$ cat src/rtl/fpba_pkg.sv
`timescale 1ns / 1ps
// Shared types and constants for the fit-policy block allocator.
// No dependencies; imported by every module under rtl/.
package fpba_pkg;

    // Default sizing of the free-size table.
    localparam int MAX_BLOCKS_DEF = 16;
    localparam int SIZE_BITS_DEF  = 16;

    // Fixed port field widths.
    localparam int IDX_W    = 4;
    localparam int SIZE_W   = 16;
    localparam int POL_W    = 2;
    localparam int ACTIVE_W = 5;
    localparam int CFG_IDX_W  = 1;
    localparam int CFG_DATA_W = 5;

    // Placement rule codes; the unused code behaves as first fit.
    localparam logic [POL_W-1:0] POL_FIRST = 2'd0;
    localparam logic [POL_W-1:0] POL_BEST  = 2'd1;
    localparam logic [POL_W-1:0] POL_WORST = 2'd2;

    // Configuration register indexes.
    localparam logic [CFG_IDX_W-1:0] CFG_FIT_POLICY    = 1'd0;
    localparam logic [CFG_IDX_W-1:0] CFG_ACTIVE_BLOCKS = 1'd1;

    // Reset values of the configuration registers.
    localparam logic [POL_W-1:0]    POLICY_RST = POL_FIRST;
    localparam logic [ACTIVE_W-1:0] ACTIVE_RST = 5'd16;

    // Item modes.
    localparam logic MODE_LOAD    = 1'b0;
    localparam logic MODE_REQUEST = 1'b1;

    typedef enum logic [1:0] {
        ST_IDLE,
        ST_SCAN,
        ST_CHARGE
    } t_state;

    // Verdict of the shared compare unit for one table entry.
    typedef struct packed {
        logic fits;
        logic take;
    } t_cmp_res;

endpackage

$ cat src/rtl/fit_policy_block_allocator_core.sv
`timescale 1ns / 1ps
// Top level of the fit-policy block allocator: sequencer, scan registers,
// output register. Depends on fpba_pkg, fpba_mem and fpba_cmp.
//
// Usage
//   Input channel (i_valid / o_ready) carries one word: i_mode, i_block_index,
//   i_size_value. A load word (mode 0) writes one entry of the free-size table
//   in the accept cycle and produces no result. A request word (mode 1) scans
//   entries 0 .. active_blocks-1 through one compare unit, one entry a cycle,
//   picks an entry under the fit policy, charges it and returns one result word
//   on the output channel (o_valid / i_ready): o_granted, o_chosen_block,
//   o_remaining_size (zeros when not granted).
//   Sequence: a load is written at accept. A request steps through accept, one
//   table read per entry, a compare of the last read, and a charge that loads
//   the output register. The single read port of the table sets the scan rate.
//   o_ready is high only while the sequencer is idle; one request is in flight
//   at a time.
//   Stall: the result sits in an output register; the sequencer returns to
//   idle and takes the next word while the result waits. A second result
//   holds in the charge step until the output register frees.
//   Configuration port (i_cfg_valid / o_cfg_ready, always ready): index 0 is
//   fit_policy, index 1 is active_blocks; write only while idle.
//   Reset (synchronous, active low) sets first fit, 16 active entries and
//   clears all handshake state. Table contents stay undefined until loaded.
module fit_policy_block_allocator_core
    import fpba_pkg::*;
#(
    parameter int MAX_BLOCKS = MAX_BLOCKS_DEF,
    parameter int SIZE_BITS  = SIZE_BITS_DEF
) (
    input  logic                  i_clk,
    input  logic                  i_rst_n,
    // input channel
    input  logic                  i_valid,
    output logic                  o_ready,
    input  logic                  i_mode,
    input  logic [IDX_W-1:0]      i_block_index,
    input  logic [SIZE_W-1:0]     i_size_value,
    // output channel
    output logic                  o_valid,
    input  logic                  i_ready,
    output logic                  o_granted,
    output logic [IDX_W-1:0]      o_chosen_block,
    output logic [SIZE_W-1:0]     o_remaining_size,
    // configuration channel
    input  logic                  i_cfg_valid,
    output logic                  o_cfg_ready,
    input  logic [CFG_IDX_W-1:0]  i_cfg_index,
    input  logic [CFG_DATA_W-1:0] i_cfg_data
);

    localparam int IW = $clog2(MAX_BLOCKS);
    localparam int CW = $clog2(MAX_BLOCKS + 1);

    // Sequencer
    t_state r_state, n_state;

    // Configuration registers
    logic [POL_W-1:0]    r_policy;
    logic [ACTIVE_W-1:0] r_active;

    // Request and scan registers
    logic [SIZE_BITS-1:0] r_req;
    logic [CW-1:0]        r_count;
    logic [CW-1:0]        r_ptr;
    logic                 r_chk;
    logic [IW-1:0]        r_chk_idx;
    logic                 r_found;
    logic [IW-1:0]        r_best_idx;
    logic [SIZE_BITS-1:0] r_best_val;

    // Output register
    logic                 r_out_valid;
    logic                 r_out_granted;
    logic [IDX_W-1:0]     r_out_block;
    logic [SIZE_W-1:0]    r_out_rem;

    // Control decoded from the state
    logic w_in_acc, w_ld, w_req_acc;
    logic w_rd_en, w_charge, w_out_free;
    logic w_mem_we;
    logic [IW-1:0]        w_mem_waddr;
    logic [SIZE_BITS-1:0] w_mem_wdata;
    logic [SIZE_BITS-1:0] w_rdata;
    logic [SIZE_BITS-1:0] w_remain;
    logic [CW-1:0]        w_count;
    logic [31:0]          w_idx32, w_size32, w_rem32, w_pick32;
    logic [IW-1:0]        w_ld_addr;
    logic                 w_ld_in_range;
    t_cmp_res             w_cmp;

    // ------------------------------------------------------------------
    // Input word decode
    // ------------------------------------------------------------------
    assign w_in_acc  = i_valid && o_ready;
    assign w_idx32   = 32'(i_block_index);
    assign w_size32  = 32'(i_size_value);
    assign w_ld_addr = w_idx32[IW-1:0];
    assign w_ld_in_range = (w_idx32 < MAX_BLOCKS);
    // Drop loads aimed past the table.
    assign w_ld      = w_in_acc && (i_mode == MODE_LOAD) && w_ld_in_range;
    assign w_req_acc = w_in_acc && (i_mode == MODE_REQUEST);

    // Saturate the active count to the table depth.
    always_comb begin
        if (32'(r_active) > MAX_BLOCKS) begin
            w_count = CW'(MAX_BLOCKS);
        end else begin
            w_count = CW'(r_active);
        end
    end

    // ------------------------------------------------------------------
    // Configuration registers
    // ------------------------------------------------------------------
    assign o_cfg_ready = 1'b1;

    always_ff @(posedge i_clk) begin
        if (!i_rst_n) begin
            r_policy <= POLICY_RST;
            r_active <= ACTIVE_RST;
        end else if (i_cfg_valid && o_cfg_ready) begin
            case (i_cfg_index)
                CFG_FIT_POLICY:    r_policy <= i_cfg_data[POL_W-1:0];
                CFG_ACTIVE_BLOCKS: r_active <= i_cfg_data[ACTIVE_W-1:0];
                default: ;
            endcase
        end
    end

    // ------------------------------------------------------------------
    // Sequencer: next state
    // ------------------------------------------------------------------
    always_comb begin
        n_state = r_state;
        case (r_state)
            ST_IDLE: begin
                if (w_req_acc) begin
                    n_state = ST_SCAN;
                end
            end
            ST_SCAN: begin
                // The last read compares in the same cycle as the exit.
                if (r_ptr >= r_count) begin
                    n_state = ST_CHARGE;
                end
            end
            ST_CHARGE: begin
                if (w_out_free) begin
                    n_state = ST_IDLE;
                end
            end
            default: n_state = ST_IDLE;
        endcase
    end

    // ------------------------------------------------------------------
    // Sequencer: outputs
    // ------------------------------------------------------------------
    assign w_out_free = !r_out_valid || i_ready;

    always_comb begin
        o_ready  = 1'b0;
        w_rd_en  = 1'b0;
        w_charge = 1'b0;
        case (r_state)
            ST_IDLE:   o_ready  = 1'b1;
            ST_SCAN:   w_rd_en  = (r_ptr < r_count);
            ST_CHARGE: w_charge = w_out_free;
            default: ;
        endcase
    end

    always_ff @(posedge i_clk) begin
        if (!i_rst_n) begin
            r_state <= ST_IDLE;
        end else begin
            r_state <= n_state;
        end
    end

    // ------------------------------------------------------------------
    // Free-size table: loads write while idle, the charge writes on exit
    // ------------------------------------------------------------------
    assign w_remain = r_best_val - r_req;

    always_comb begin
        if (w_charge) begin
            w_mem_we    = r_found;
            w_mem_waddr = r_best_idx;
            w_mem_wdata = w_remain;
        end else begin
            w_mem_we    = w_ld;
            w_mem_waddr = w_ld_addr;
            w_mem_wdata = w_size32[SIZE_BITS-1:0];
        end
    end

    fpba_mem #(
        .DEPTH (MAX_BLOCKS),
        .WIDTH (SIZE_BITS)
    ) u_mem (
        .i_clk   (i_clk),
        .i_we    (w_mem_we),
        .i_waddr (w_mem_waddr),
        .i_wdata (w_mem_wdata),
        .i_re    (w_rd_en),
        .i_raddr (r_ptr[IW-1:0]),
        .o_rdata (w_rdata)
    );

    fpba_cmp #(
        .SIZE_BITS (SIZE_BITS)
    ) u_cmp (
        .i_value  (w_rdata),
        .i_req    (r_req),
        .i_best   (r_best_val),
        .i_found  (r_found),
        .i_policy (r_policy),
        .o_res    (w_cmp)
    );

    // ------------------------------------------------------------------
    // Scan registers
    // ------------------------------------------------------------------
    always_ff @(posedge i_clk) begin
        if (!i_rst_n) begin
            r_chk   <= 1'b0;
            r_found <= 1'b0;
            r_ptr   <= '0;
            r_count <= '0;
        end else begin
            r_chk <= w_rd_en;
            if (w_req_acc) begin
                r_ptr   <= '0;
                r_count <= w_count;
                r_found <= 1'b0;
            end else begin
                if (w_rd_en) begin
                    r_ptr <= r_ptr + 1'b1;
                end
                if (r_chk && w_cmp.take) begin
                    r_found <= 1'b1;
                end
            end
        end
    end

    // Payload side of the scan: no reset needed.
    always_ff @(posedge i_clk) begin
        if (w_req_acc) begin
            r_req <= w_size32[SIZE_BITS-1:0];
        end
        if (w_rd_en) begin
            r_chk_idx <= r_ptr[IW-1:0];
        end
        if (r_chk && w_cmp.take) begin
            r_best_idx <= r_chk_idx;
            r_best_val <= w_rdata;
        end
    end

    // ------------------------------------------------------------------
    // Output register
    // ------------------------------------------------------------------
    assign w_rem32  = 32'(w_remain);
    assign w_pick32 = 32'(r_best_idx);

    always_ff @(posedge i_clk) begin
        if (!i_rst_n) begin
            r_out_valid <= 1'b0;
        end else if (w_charge) begin
            r_out_valid <= 1'b1;
        end else if (i_ready) begin
            r_out_valid <= 1'b0;
        end
    end

    always_ff @(posedge i_clk) begin
        if (w_charge) begin
            r_out_granted <= r_found;
            r_out_block   <= r_found ? w_pick32[IDX_W-1:0] : '0;
            r_out_rem     <= r_found ? w_rem32[SIZE_W-1:0] : '0;
        end
    end

    assign o_valid          = r_out_valid;
    assign o_granted        = r_out_granted;
    assign o_chosen_block   = r_out_block;
    assign o_remaining_size = r_out_rem;

    // ------------------------------------------------------------------
    // Assertions
    // ------------------------------------------------------------------
    // A refused word never leaves a nonzero block or size behind.
    a_no_grant_zero: assert property (@(posedge i_clk) disable iff (!i_rst_n)
        (o_valid && !o_granted) |-> (o_chosen_block == '0 && o_remaining_size == '0))
        else $error("not-granted result carries nonzero fields");

    // The read pointer never runs past the saturated count.
    a_ptr_bound: assert property (@(posedge i_clk) disable iff (!i_rst_n)
        (r_state == ST_SCAN) |-> (r_ptr <= r_count))
        else $error("scan pointer beyond active count");

    // Any pick held during scan or charge must fit the request.
    a_pick_fits: assert property (@(posedge i_clk) disable iff (!i_rst_n)
        (r_found && (r_state == ST_SCAN || r_state == ST_CHARGE))
            |-> (r_best_val >= r_req))
        else $error("picked entry smaller than the request");

    // An accepted request closes the input channel on the next cycle.
    a_req_busy: assert property (@(posedge i_clk) disable iff (!i_rst_n)
        (i_valid && o_ready && i_mode == MODE_REQUEST) |=> !o_ready)
        else $error("input reopened while a request is in flight");

endmodule

$ cat src/rtl/fpba_mem.sv
`timescale 1ns / 1ps
// Free-size table: one write port, one read port with registered read data.
// Depends on fpba_pkg for the default depth and width.
module fpba_mem
    import fpba_pkg::*;
#(
    parameter int DEPTH = MAX_BLOCKS_DEF,
    parameter int WIDTH = SIZE_BITS_DEF
) (
    input  logic                     i_clk,
    input  logic                     i_we,
    input  logic [$clog2(DEPTH)-1:0] i_waddr,
    input  logic [WIDTH-1:0]         i_wdata,
    input  logic                     i_re,
    input  logic [$clog2(DEPTH)-1:0] i_raddr,
    output logic [WIDTH-1:0]         o_rdata
);

    logic [WIDTH-1:0] r_mem [DEPTH];
    logic [WIDTH-1:0] r_rdata;

    always_ff @(posedge i_clk) begin
        if (i_we) begin
            r_mem[i_waddr] <= i_wdata;
        end
    end

    always_ff @(posedge i_clk) begin
        if (i_re) begin
            r_rdata <= r_mem[i_raddr];
        end
    end

    assign o_rdata = r_rdata;

endmodule

$ cat src/rtl/fpba_cmp.sv
`timescale 1ns / 1ps
// Shared compare unit: judges one table entry against the request and the
// current pick under the active placement rule. Depends on fpba_pkg.
module fpba_cmp
    import fpba_pkg::*;
#(
    parameter int SIZE_BITS = SIZE_BITS_DEF
) (
    input  logic [SIZE_BITS-1:0] i_value,
    input  logic [SIZE_BITS-1:0] i_req,
    input  logic [SIZE_BITS-1:0] i_best,
    input  logic                 i_found,
    input  logic [POL_W-1:0]     i_policy,
    output t_cmp_res             o_res
);

    logic w_better;

    // Strict compares keep ties on the lower index.
    always_comb begin
        case (i_policy)
            POL_BEST:  w_better = (i_value < i_best);
            POL_WORST: w_better = (i_value > i_best);
            default:   w_better = 1'b0;
        endcase
    end

    always_comb begin
        o_res.fits = (i_value >= i_req);
        o_res.take = o_res.fits && (!i_found || w_better);
    end

endmodule
$ cat config.mk
export PLATFORM = sky130hd
export DESIGN_NAME = fit_policy_block_allocator_core
export DESIGN_NICKNAME = d
export VERILOG_FILES = /design/src/rtl/fpba_pkg.sv /design/src/rtl/fit_policy_block_allocator_core.sv /design/src/rtl/fpba_mem.sv /design/src/rtl/fpba_cmp.sv
export SDC_FILE = /design/constraint.sdc
export NUM_CORES = 1
export LEC_CHECK = 0
export BUFFER_PORTS_ARGS = -buffer_cell sky130_fd_sc_hd__clkbuf_2
export CAP_MARGIN = 25
export CORE_MARGIN = 2
export CORE_UTILIZATION = 60
export DETAILED_ROUTE_END_ITERATION = 10
export GPL_TIMING_DRIVEN = 1
export PLACE_DENSITY = 0.78
export SYNTH_ARGS = -nofsm -noshare
export SYNTH_HDL_FRONTEND = slang
export SYNTH_HIERARCHICAL = 1
export SYNTH_SLANG_ARGS = --single-unit
$ cat constraint.sdc
create_clock -name i_clk -period 5.4 [get_ports i_clk]
set_clock_uncertainty 0.1 [all_clocks]
set_input_delay 0.81 -clock i_clk [delete_from_list [all_inputs] [get_ports i_clk]]
set_output_delay 0.81 -clock i_clk [all_outputs]
set_load 0.005 [all_outputs]
==> flow_metrics.env <==
export IMPL_grt_max_degree=69
export IMPL_setup_ws_ns=2.14
export IMPL_antenna_found_initial=0
export IMPL_drv_cap=0
export IMPL_layout_min_cycle_time_ns=3.26
export IMPL_status="finished clean"
export IMPL_layout_commonest_cell="edfxtp_1"
export IMPL_hold_violations=0
export IMPL_critPathKind="reg2reg"
export IMPL_areaGrowthSynthToFinish_pct=13.3
export IMPL_grt_pass1_vias=8639
export IMPL_start_util=0.606
export IMPL_cts_buffers=38
export IMPL_synth_edf_count=333
export IMPL_yosysSeqAreaShare=0.690
export IMPL_grt_usage=0.249
export IMPL_cp_end_kind="flop"
export IMPL_wirelength_um=32100
export IMPL_start_kind="flop"
export IMPL_layout_drive_gt1_share=0.207
export IMPL_dp_slack_ns=1.96
export IMPL_yosysTopAreaCell="edfxtp_1"
export IMPL_viasPerCell=6.11
export IMPL_drc_errors=0
export IMPL_cts_tree="built"
export IMPL_ys_types=61
export IMPL_core_area_sq_mm=0.0250
export IMPL_slew_violations=0
export IMPL_syn_area_per_cell_sq_um=16.4
export IMPL_max_freq_ghz=0.307
export IMPL_crit_fanout=17
export IMPL_utilization=0.686
export IMPL_slowest_delay_ns=0.81
export IMPL_grt_pass1_wl_um=49100
export IMPL_final_cell_mix="333 x edfxtp_1, 72 x nand2_1, 61 x inv_1, 55 x ha_1"
export IMPL_crit_slowest_cell="nor2_2"
export IMPL_synth_cells=924
export IMPL_worstPathRequired_ns=5.45
export IMPL_rsz0062_at_grt="no"
export IMPL_powerDensity_mw_per_mm2=335
export IMPL_netlist_top_cells_area="edfxtp_1 66%, mux4_2 8.0%, ha_1 4.5%"
export IMPL_leakage_nw=5.98
export IMPL_critPathArrivalTime_ns=3.31
export IMPL_placed_area_sq_mm=0.0159
export IMPL_syn_nets=1012
export IMPL_cts_buffer_depth=3
export IMPL_ant_nets=0
export IMPL_drt_pass1_iter_count=5
export IMPL_path_clk_slew_ns=0.06
export IMPL_clock_sinks=355
export IMPL_peakVddDrop_mv=0.246
export IMPL_yosysWarnings=6
export IMPL_clk_latency_ns=0.54
export IMPL_fillers=1611
export IMPL_avgRoutedWirePerCell_um=23.4
export IMPL_crit_buf_inv=1
export IMPL_slew_headroom=0.355
export IMPL_post_cts_buffers=0
export IMPL_crit_chain="clkinv_1 -> o22ai_1 -> nand3b_1 -> nor2_2"
export IMPL_seqCellArea_sq_mm=0.0104
export IMPL_setup_violations=0
export IMPL_min_period_over_period=0.604
export IMPL_die_area_sq_mm=0.0265
export IMPL_synthFlopType="edfxtp_1"
export IMPL_cts_hold_buf=0
export IMPL_multiInputGateArea_sq_mm=0.00432
export IMPL_htreeDepth=2
export IMPL_cts_root_buffer="clkbuf_16"
export IMPL_tns_ns=0
export IMPL_fp_dieW_um=163
export IMPL_final_cells=1376
export IMPL_drtIter0Drc=803
export IMPL_hold_slack_ns=0.317
export IMPL_rows=58
export IMPL_fin_nets=1105
export IMPL_die_y_um=163
export IMPL_power_mw=5.74
export IMPL_netlist_area_leader_share=0.661
export IMPL_post_dp_hpwl_um=19800
export IMPL_worst_pin_slew_ns=0.968
export IMPL_grt_overflow_total=0
export IMPL_ys_ff_latch=355
export IMPL_cp_top_family="simple AND/OR/NAND/NOR gates"
export IMPL_dp_cells=1304
export IMPL_postSynth_asyncResetShare=0
export IMPL_io_pins=56
export IMPL_hp_class="reg2reg"
export IMPL_postCtsResizedCells=0
export IMPL_design_area_sq_mm=0.0171
export IMPL_place_congestion=0.875
export IMPL_vias=8403
export IMPL_syn_area_sq_mm=0.0151
export IMPL_port_buffers=54
export IMPL_diodes=0
routing by layer:
layer / global-route usage / routed length (um) / vias up
li1: - / - / 3797
met5: 0 / 0 / -
met4: 0.0873 / 929 / 0
met1: 0.332 / 12900 / 4174
met3: 0.0489 / 2380 / 73
met2: 0.417 / 15900 / 359
power breakdown:
part | total (mW) | internal [mW] | switching, mW
Clock | 2.46 | 1.42 | 1.04
Combinational | 0.217 | 0.0729 | 0.144
Sequential | 3.06 | 3.05 | 0.0134
synthesized netlist by cell type, types with 14 or more instances:
master / number
inv_1: 61
clkbuf_1: 16
nand3_1: 14
o21ai_0: 24
edfxtp_1: 333
mux4_2: 54
nand2_1: 72
ha_1: 55
a21oi_1: 32
a22oi_1: 33
nor2_1: 29
dfxtp_1: 22
and2_1: 15
logic make-up after synthesis:
| family | count (synthesis) | share of synthesized area |
|---|---|---|
| and+or+nand+nor | 197 | 0.0648 |
| adders and majority gates | 56 | 0.0468 |
| xor gates and xnor gates | 11 | 0.00637 |
| other | 1 | 0.000248 |
| AOI/OAI and AO/OA | 139 | 0.0622 |
| muxes | 71 | 0.103 |
| DFF | 355 | 0.690 |
| buffers and inverters | 94 | 0.0267 |
registers in the layout, indices dropped and copies added (netlist names):
register / cells
r_chk: 1
o_valid: 1
o_remaining_size: 16
o_granted: 1
o_chosen_block: 4
r_ptr: 5
r_best_val: 16
r_chk_idx: 4
r_active: 5
r_req: 16
r_best_idx: 4
r_found: 1
u_mem/r_mem: 256
r_count: 5
r_policy: 2
r_state: 2
u_mem/o_rdata: 16
worst register-to-register path, delay by kind of cell (launching register included):
| family | cells | cell delay (ns) |
|---|---|---|
| buf+inv | 1 | 0.46 |
| simple gates | 2 | 1.13 |
| flops | 1 | 0.70 |
| compound gates | 1 | 0.48 |
worst paths after layout:
path | startpoint | to | slack, ns | cells past startpoint
setup / recovery | r_found$_SDFFE_PP0P_ | u_mem/r_mem[5][15]$_DFFE_PP_ | 2.14 | 4
hold / removal | r_chk_idx[2]$_DFFE_PP_ | r_best_idx[2]$_DFFE_PP_ | 0.32 | 0
setup reg to reg | r_found$_SDFFE_PP0P_ | u_mem/r_mem[5][15]$_DFFE_PP_ | 2.14 | 4
hold reg to reg | r_chk_idx[2]$_DFFE_PP_ | r_best_idx[2]$_DFFE_PP_ | 0.32 | 0
area by class of cell:
type,count,share of cell area
Sequential cell,355,0.610
Multi-Input combinational cell,475,0.252
Clock inverter,26,0.0117
Inverter,62,0.0136
Timing Repair Buffer,85,0.0314
Clock buffer,43,0.0578
Tap cell,330,0.0241
Power figures use the tool's default switching activity.
